**config.mk**
```make
export PLATFORM = sky130hd
export DESIGN_NAME = bmal_ctrl
export DESIGN_NICKNAME = d
export VERILOG_FILES = /design/src/hdl/bmal_pkg.sv /design/src/hdl/bmal_ctrl.sv
export SDC_FILE = /design/constraint.sdc
export NUM_CORES = 1
export LEC_CHECK = 0
export BUFFER_PORTS_ARGS = -buffer_cell sky130_fd_sc_hd__buf_2
export CAP_MARGIN = 15
export CORE_ASPECT_RATIO = 2
export CORE_MARGIN = 3
export CORE_UTILIZATION = 33
export DETAILED_ROUTE_END_ITERATION = 16
export GPL_ROUTABILITY_DRIVEN = 0
export MAX_ROUTING_LAYER = met4
export PLACE_DENSITY = 0.5
export SLEW_MARGIN = 15
export SYNTH_ARGS = -nofsm -noshare
export SYNTH_HDL_FRONTEND = slang
export SYNTH_SLANG_ARGS = --single-unit
```
**constraint.sdc**
```tcl
create_clock -name clk -period 13.3 [get_ports clk]
set_clock_uncertainty 0.1 [all_clocks]
set_input_delay 0.665 -clock clk [delete_from_list [all_inputs] [get_ports clk]]
set_output_delay 0.665 -clock clk [all_outputs]
set_load 0.05 [all_outputs]
```
**src/hdl/bmal_pkg.sv**
```systemverilog
// Shared types, codes and word helpers for the bitmap allocator.
package bmal_pkg;

  localparam int WORD_W  = 8;
  localparam int FIELD_W = 14;

  typedef enum logic [1:0] {
    OP_READ    = 2'd0,
    OP_WRITE   = 2'd1,
    OP_ALLOC   = 2'd2,
    OP_RECOUNT = 2'd3
  } op_t;

  localparam logic CFG_ITEM_COUNT  = 1'b0;
  localparam logic CFG_FIRST_ALLOC = 1'b1;

  typedef struct packed {
    logic               bit_read;
    logic               found;
    logic [FIELD_W-1:0] allocated_number;
    logic [FIELD_W-1:0] free_running;
    logic [FIELD_W-1:0] free_counted;
    logic               range_error;
  } res_t;

  // number of set bits in one word
  function automatic logic [3:0] popcount8(input logic [WORD_W-1:0] w);
    logic [3:0] s;
    s = 4'd0;
    for (int k = 0; k < WORD_W; k++) begin
      s = s + {3'd0, w[k]};
    end
    return s;
  endfunction

  // lowest set bit: {hit, position}
  function automatic logic [3:0] first_one8(input logic [WORD_W-1:0] w);
    logic [3:0] r;
    r = 4'd0;
    for (int k = WORD_W - 1; k >= 0; k--) begin
      if (w[k]) begin
        r = {1'b1, 3'(k)};
      end
    end
    return r;
  endfunction

endpackage

```
**src/hdl/bmal_ctrl.sv**
```systemverilog
// Sequencer: clearing pass, read-modify-write, allocate and recount scans.
module bmal_ctrl #(
  parameter int BITS  = 8192,
  parameter int DEPTH = 1024,
  parameter int AW    = 10,
  parameter int NW    = 14
) (
  input  logic                        clk,
  input  logic                        rst_n,
  input  logic                        start,
  output logic                        busy,
  input  logic [1:0]                  opcode,
  input  logic [bmal_pkg::FIELD_W-1:0] item_number,
  input  logic                        new_bit,
  input  logic [NW-1:0]               eff_count,
  input  logic [NW-1:0]               first_num,
  // store port
  output logic                        mem_we,
  output logic [AW-1:0]               mem_waddr,
  output logic [bmal_pkg::WORD_W-1:0] mem_wdata,
  output logic                        mem_re,
  output logic [AW-1:0]               mem_raddr,
  input  logic [bmal_pkg::WORD_W-1:0] mem_rdata,
  // result
  output logic                        res_valid,
  output bmal_pkg::res_t              res
);

  localparam int CW = $clog2(BITS + 1);
  localparam logic [bmal_pkg::WORD_W-1:0] ALL1 = '1;

  typedef enum logic [3:0] {
    S_CLEAR = 4'b0001,
    S_IDLE  = 4'b0010,
    S_RMW   = 4'b0100,
    S_SCAN  = 4'b1000
  } state_t;

  state_t          state_r, state_nxt;
  bmal_pkg::op_t   op_r, op_nxt;
  logic            nb_r, nb_nxt;
  logic [AW-1:0]   addr_r, addr_nxt;     // clear / read pointer
  logic [AW-1:0]   da_r, da_nxt;         // word whose data is on mem_rdata
  logic            dv_r, dv_nxt;
  logic            done_r, done_nxt;     // all scan reads issued
  logic [AW-1:0]   startw_r, startw_nxt;
  logic [AW-1:0]   lastw_r, lastw_nxt;
  logic [2:0]      lo_r, lo_nxt;
  logic [2:0]      hi_r, hi_nxt;
  logic [2:0]      bsel_r, bsel_nxt;
  logic [CW-1:0]   free_r, free_nxt;
  logic [CW-1:0]   acc_r, acc_nxt;
  logic            out_valid_r, out_valid_nxt;
  bmal_pkg::res_t  out_r, out_nxt;

  logic [NW-1:0]   num_ext, idx_in, start_n, sidx, cidx;
  logic            range_bad, alloc_none;
  logic [bmal_pkg::WORD_W-1:0] mask, free_bits;
  logic [3:0]      ffo;
  logic [3:0]      pop;
  logic            cur_bit;
  logic [CW-1:0]   acc_sum;
  logic [NW-1:0]   alloc_num;

  always_comb begin
    num_ext    = NW'(item_number);
    idx_in     = num_ext - NW'(1);
    range_bad  = (num_ext == '0) || (num_ext > eff_count);
    start_n    = (first_num == '0) ? NW'(1) : first_num;
    sidx       = start_n - NW'(1);
    cidx       = eff_count - NW'(1);
    alloc_none = start_n > eff_count;

    mask = ALL1;
    if (da_r == startw_r) begin
      mask = mask & (ALL1 << lo_r);
    end
    if (da_r == lastw_r) begin
      mask = mask & (ALL1 >> (3'd7 - hi_r));
    end
    free_bits = ~mem_rdata & mask;
    ffo       = bmal_pkg::first_one8(free_bits);
    pop       = bmal_pkg::popcount8(free_bits);
    acc_sum   = acc_r + CW'(pop);
    alloc_num = NW'({da_r, ffo[2:0]}) + NW'(1);
    cur_bit   = mem_rdata[bsel_r];
  end

  always_comb begin
    state_nxt     = state_r;
    op_nxt        = op_r;
    nb_nxt        = nb_r;
    addr_nxt      = addr_r;
    da_nxt        = da_r;
    dv_nxt        = dv_r;
    done_nxt      = done_r;
    startw_nxt    = startw_r;
    lastw_nxt     = lastw_r;
    lo_nxt        = lo_r;
    hi_nxt        = hi_r;
    bsel_nxt      = bsel_r;
    free_nxt      = free_r;
    acc_nxt       = acc_r;
    out_valid_nxt = 1'b0;
    out_nxt       = out_r;
    mem_we        = 1'b0;
    mem_waddr     = addr_r;
    mem_wdata     = '0;
    mem_re        = 1'b0;
    mem_raddr     = addr_r;

    unique case (state_r)
      S_CLEAR: begin
        mem_we = 1'b1;
        if (addr_r == AW'(DEPTH - 1)) begin
          state_nxt = S_IDLE;
        end else begin
          addr_nxt = addr_r + AW'(1);
        end
      end

      S_IDLE: begin
        if (start) begin
          op_nxt  = bmal_pkg::op_t'(opcode);
          nb_nxt  = new_bit;
          out_nxt = '0;
          out_nxt.free_running = bmal_pkg::FIELD_W'(free_r);
          unique case (bmal_pkg::op_t'(opcode))
            bmal_pkg::OP_READ, bmal_pkg::OP_WRITE: begin
              if (range_bad) begin
                out_valid_nxt       = 1'b1;
                out_nxt.range_error = 1'b1;
              end else begin
                mem_re    = 1'b1;
                mem_raddr = idx_in[AW+2:3];
                addr_nxt  = idx_in[AW+2:3];
                bsel_nxt  = idx_in[2:0];
                state_nxt = S_RMW;
              end
            end
            bmal_pkg::OP_ALLOC: begin
              if (alloc_none) begin
                out_valid_nxt = 1'b1;
              end else begin
                addr_nxt   = sidx[AW+2:3];
                startw_nxt = sidx[AW+2:3];
                lo_nxt     = sidx[2:0];
                lastw_nxt  = cidx[AW+2:3];
                hi_nxt     = cidx[2:0];
                dv_nxt     = 1'b0;
                done_nxt   = 1'b0;
                state_nxt  = S_SCAN;
              end
            end
            bmal_pkg::OP_RECOUNT: begin
              if (eff_count == '0) begin
                out_valid_nxt = 1'b1;
              end else begin
                addr_nxt   = '0;
                startw_nxt = '0;
                lo_nxt     = 3'd0;
                lastw_nxt  = cidx[AW+2:3];
                hi_nxt     = cidx[2:0];
                acc_nxt    = '0;
                dv_nxt     = 1'b0;
                done_nxt   = 1'b0;
                state_nxt  = S_SCAN;
              end
            end
          endcase
        end
      end

      S_RMW: begin
        out_valid_nxt    = 1'b1;
        out_nxt.bit_read = cur_bit;
        mem_waddr        = addr_r;
        mem_wdata        = mem_rdata;
        mem_wdata[bsel_r] = nb_r;
        if (op_r == bmal_pkg::OP_WRITE && nb_r != cur_bit) begin
          mem_we   = 1'b1;
          free_nxt = nb_r ? free_r - CW'(1) : free_r + CW'(1);
        end
        out_nxt.free_running = bmal_pkg::FIELD_W'(free_nxt);
        state_nxt = S_IDLE;
      end

      S_SCAN: begin
        // keep one read in flight ahead of the word being examined
        if (!done_r) begin
          mem_re    = 1'b1;
          mem_raddr = addr_r;
          dv_nxt    = 1'b1;
          da_nxt    = addr_r;
          if (addr_r == lastw_r) begin
            done_nxt = 1'b1;
          end else begin
            addr_nxt = addr_r + AW'(1);
          end
        end else begin
          dv_nxt = 1'b0;
        end

        if (dv_r) begin
          if (op_r == bmal_pkg::OP_ALLOC) begin
            if (ffo[3]) begin
              mem_we    = 1'b1;
              mem_waddr = da_r;
              mem_wdata = mem_rdata | (bmal_pkg::WORD_W'(1) << ffo[2:0]);
              free_nxt  = free_r - CW'(1);
              out_valid_nxt            = 1'b1;
              out_nxt.found            = 1'b1;
              out_nxt.allocated_number = bmal_pkg::FIELD_W'(alloc_num);
              out_nxt.free_running     = bmal_pkg::FIELD_W'(free_nxt);
              dv_nxt    = 1'b0;
              state_nxt = S_IDLE;
            end else if (da_r == lastw_r) begin
              out_valid_nxt = 1'b1;
              dv_nxt        = 1'b0;
              state_nxt     = S_IDLE;
            end
          end else begin
            acc_nxt = acc_sum;
            if (da_r == lastw_r) begin
              out_valid_nxt        = 1'b1;
              out_nxt.free_counted = bmal_pkg::FIELD_W'(acc_sum);
              dv_nxt               = 1'b0;
              state_nxt            = S_IDLE;
            end
          end
        end
      end
    endcase
  end

  always_ff @(posedge clk) begin
    if (!rst_n) begin
      state_r     <= S_CLEAR;
      addr_r      <= '0;
      dv_r        <= 1'b0;
      done_r      <= 1'b0;
      free_r      <= CW'(BITS);
      out_valid_r <= 1'b0;
    end else begin
      state_r     <= state_nxt;
      addr_r      <= addr_nxt;
      dv_r        <= dv_nxt;
      done_r      <= done_nxt;
      free_r      <= free_nxt;
      out_valid_r <= out_valid_nxt;
    end
  end

  always_ff @(posedge clk) begin
    op_r     <= op_nxt;
    nb_r     <= nb_nxt;
    da_r     <= da_nxt;
    startw_r <= startw_nxt;
    lastw_r  <= lastw_nxt;
    lo_r     <= lo_nxt;
    hi_r     <= hi_nxt;
    bsel_r   <= bsel_nxt;
    acc_r    <= acc_nxt;
    out_r    <= out_nxt;
  end

  assign busy      = (state_r != S_IDLE);
  assign res_valid = out_valid_r;
  assign res       = out_r;

endmodule

```
==> summary.md <==
| Metric | Value |
|---|---|
| Switching Share | `38.6%` |
| CTS Hold Buffers Added | `0` |
| Min-Delay Path Class | `input port to flip-flop` |
| IO Port Bufs | `132` |
| Post-Syn Instances | `1117` |
| CTS sink cnt | `132` |
| Post-DP HPWL | `27700 µm` |
| Worst setup EP type | `flip-flop` |
| Die Width | `128 µm` |
| Worst path required time | `13.49 ns` |
| Peak Freq | `187 MHz` |
| Via density | `5.64` |
| Comb pwr share | `32.5%` |
| Final slew viol count | `0` |
| Synth Cell Area | `9820 µm²` |
| Number of global-route vias before repair | `9069` |
| Share of total power in sequential cells | `35.3%` |
| Post-layout util | `39.0%` |
| Arrival time worst endpoint | `5.54 ns` |
| H-tree depth | `4` |
| Status | `finished clean` |
| Core Region | `29100 µm²` |
| Critical path launch point | `da_r[4]$_DFFE_PP_` |
| Maximum clock path buffer count | `2` |
| First-pass GRT wire length | `52400 µm` |
| Detailed Routing Iterations Pass 1 | `8` |
| Max IR drop VDD | `0.0985 mV` |
| Share of cells above drive strength 1 | `17.9%` |
| Slew headroom | `22.6%` |
| RSZ-0062 raised after global routing | `false` |
| Antenna diodes | `0` |
| Synth unique cells | `83` |
| Final TNS setup | `0 ns` |
| Multi-input gate area | `5660 µm²` |
| Detailed Route WL | `34900 µm` |
| Final period util | `40.2%` |
| Crit Reg-Reg Endpoint | `acc_r[12]$_SDFFCE_PN0P_` |
| Die height | `250 µm` |
| Total nets after synthesis | `1224` |
| Final Net Count | `1312` |
| Total power | `1.48 mW` |
| P_sw | `0.570 mW` |
| Clk network pwr share | `32.2%` |
| Total I/O pin count | `133` |
| Worst-Margin Slew | `1.16 ns` |
| R2R cell count | `17` |
| Worst-path clk slew | `0.07 ns` |
| Top FF cell, synth | `edfxtp_1` |
| Clk_lat worst skew | `0.44 ns` |
| #FFs+latches synth | `132` |
| Largest net degree at the start of global routing | `70` |
| Clock root buffer | `clkbuf_16` |
| Vias post-DR | `8891` |
| Initial Util | `33.8%` |
| Detail Route Antenna Nets | `0` |
| Placed instance count | `1546` |
| Synth async-reset ratio | `0%` |
| Cell Pwr Density | `130 nW/µm²` |
| Post-CTS setup buffer count | `0` |
| Post-synth EDFFs | `101` |
| Crit path kind | `flip-flop to flip-flop` |
| Max-Cap Viols | `0` |
| Int Pwr | `0.906 mW` |
| # resized after CTS | `0` |
| Syn. warnings | `0` |
| Number of remaining DRC errors | `0` |
| Sequential share of the synthesized area | `37.2%` |
| TritonCTS clock tree | `built` |
| Crit path to | `acc_r[12]$_SDFFCE_PN0P_` |
| Leak pwr | `4.58 nW` |
| Area grow syn2layout | `15.4%` |
| Final hold violation count | `0` |
| Final setup viols | `0` |
| Sequential Area | `3650 µm²` |
| Row count | `88` |
| Commonest non-fill, non-tap cell in the layout | `buf_2` |
| R2R Path Start | `da_r[4]$_DFFE_PP_` |
| Min Tclk post-route | `5.35 ns` |
| GRT Resource Usage Total | `22.3%` |
| Startpoint type of the worst setup path | `flip-flop` |
| DIE AREA | `32000 µm²` |
| Most frequent cells in the layout | `buf_2, nor2_1, edfxtp_1` |
| Initial DRC count | `553` |
| Grt ovf | `0` |
| Synthesized area per cell | `8.79 µm²` |
| Antenna violations before repair | `0` |
| Final std cells w/o fill | `1577` |
| Post-DR wirelength/cell | `22.1 µm` |
| Number of fill cells | `3051` |
| R2r setup slk | `7.95 ns` |
| TritonCTS Buffers | `17` |
| CP max FO | `6` |
-- Yosys cell counts (7+ instances only) --
cell type	count	area, µm²
and2_1	9	56.3
a21o_1	8	60.1
o211ai_1	16	120
and3_1	19	119
buf_2	9	45.0
edfxtp_1	101	3030
xnor2_1	39	342
nor4_1	8	50.1
inv_1	55	206
nand3_1	33	165
nand4_1	24	150
mux2i_1	12	120
mux2_2	14	158
o22ai_1	13	81.3
nor3_1	38	190
xor2_1	41	359
o21ai_0	58	290
a21oi_1	82	410
clkbuf_1	63	236
buf_1	7	26.3
ha_1	46	576
nand2_1	94	353
nor2b_1	15	93.8
nor2_1	112	420
or3_1	13	81.3
o31ai_1	9	67.6
a211oi_1	10	75.1
nand2b_1	16	100
dfxtp_1	31	621
-- cell families (layout without fill, tap and decap cells) --
kind of cell	count (synthesis)	after routing	synth area share [%]
simple gates	415	415	21.8
compound gates	276	276	18.4
buf+inv	135	235	5.27
flops	132	132	37.2
xor+xnor	80	80	7.13
fa+ha+maj	51	51	6.88
mux	28	28	3.29
-- registers in the layout (all words and copies together) (netlist names), 2 cells and up --
name,count
acc_r,14
addr_r,10
bsel_r,3
da_r,10
free_r,14
hi_r,3
lastw_r,10
lo_r,3
op_r,2
res,45
startw_r,10
state_r,4
-- metrics by stage --
| stage | cell area [µm²] | setup slack (ns) | hold WS [ns] |
|---|---|---|---|
| 5_1_grt | 11300 | 7.61 | 0.316 |
| 2_1_floorplan | 9820 | 8.42 | 0.306 |
| 6_report | 11300 | 7.95 | 0.320 |
| 3_3_place_gp | 10800 | 8.07 | 0.433 |
| 3_5_place_dp | 10800 | 7.96 | 0.434 |
| 4_1_cts | 11300 | 7.95 | 0.307 |
-- final cells by class --
type,count,share of cell area [%]
inverters,56,1.85
well taps,360,3.97
flip-flops and latches,132,32.2
repair buffers,148,6.89
multi-input cells,850,49.9
clock buffers,18,3.79
clock inverters,13,1.34
-- routing by layer --
| layer | GRT usage, % | vias to the layer above | wire length (µm) |
|---|---|---|---|
| li1 | - | 4247 | - |
| met1 | 20.7 | 4222 | 11700 |
| met2 | 41.6 | 318 | 19400 |
| met3 | 2.63 | 104 | 1330 |
| met4 | 14.8 | 0 | 2490 |
| met5 | - | - | 0 |
-- worst min-delay path by stage --
stage	slack, ns	endpoint	cells after the start	startpoint
after floorplan	0.31	da_r[2]$_DFFE_PP_	0	addr_r[2]$_SDFFE_PN0P_
after global placement	0.43	state_r[1]$_SDFFE_PN0P_	2	state_r[1]$_SDFFE_PN0P_
after detailed placement	0.43	state_r[1]$_SDFFE_PN0P_	2	state_r[1]$_SDFFE_PN0P_
after CTS	0.31	nb_r$_DFFE_PP_	1	new_bit
after global routing	0.32	nb_r$_DFFE_PP_	1	new_bit
final	0.32	nb_r$_DFFE_PP_	1	new_bit
-- power by group through the flow --
| stage | registers (mW) | clock network (mW) | logic [mW] |
|---|---|---|---|
| floorplan | 0.547 | 0 | 0.312 |
| global placement | 0.529 | 0 | 0.481 |
| detailed placement | 0.530 | 0 | 0.481 |
| CTS | 0.521 | 0.483 | 0.483 |
| global route | 0.525 | 0.498 | 0.519 |
| finish | 0.521 | 0.475 | 0.480 |
-- critical path: stages (launching register included) --
cell      delay [ns]
edfxtp_1        0.48
xor2_1          0.21
nor4_4          0.42
nand4b_2        0.24
o22ai_1         0.26
nor2_1          0.09
fa_1            0.50
inv_1           0.05
fa_1            0.49
fa_1            0.43
fa_1            0.42
fa_1            0.40
nor2b_1         0.20
o21ai_0         0.11
nand2b_1        0.16
nand2_1         0.12
or3_1           0.38
a21oi_1         0.15
Power figures use the tool's default switching activity.
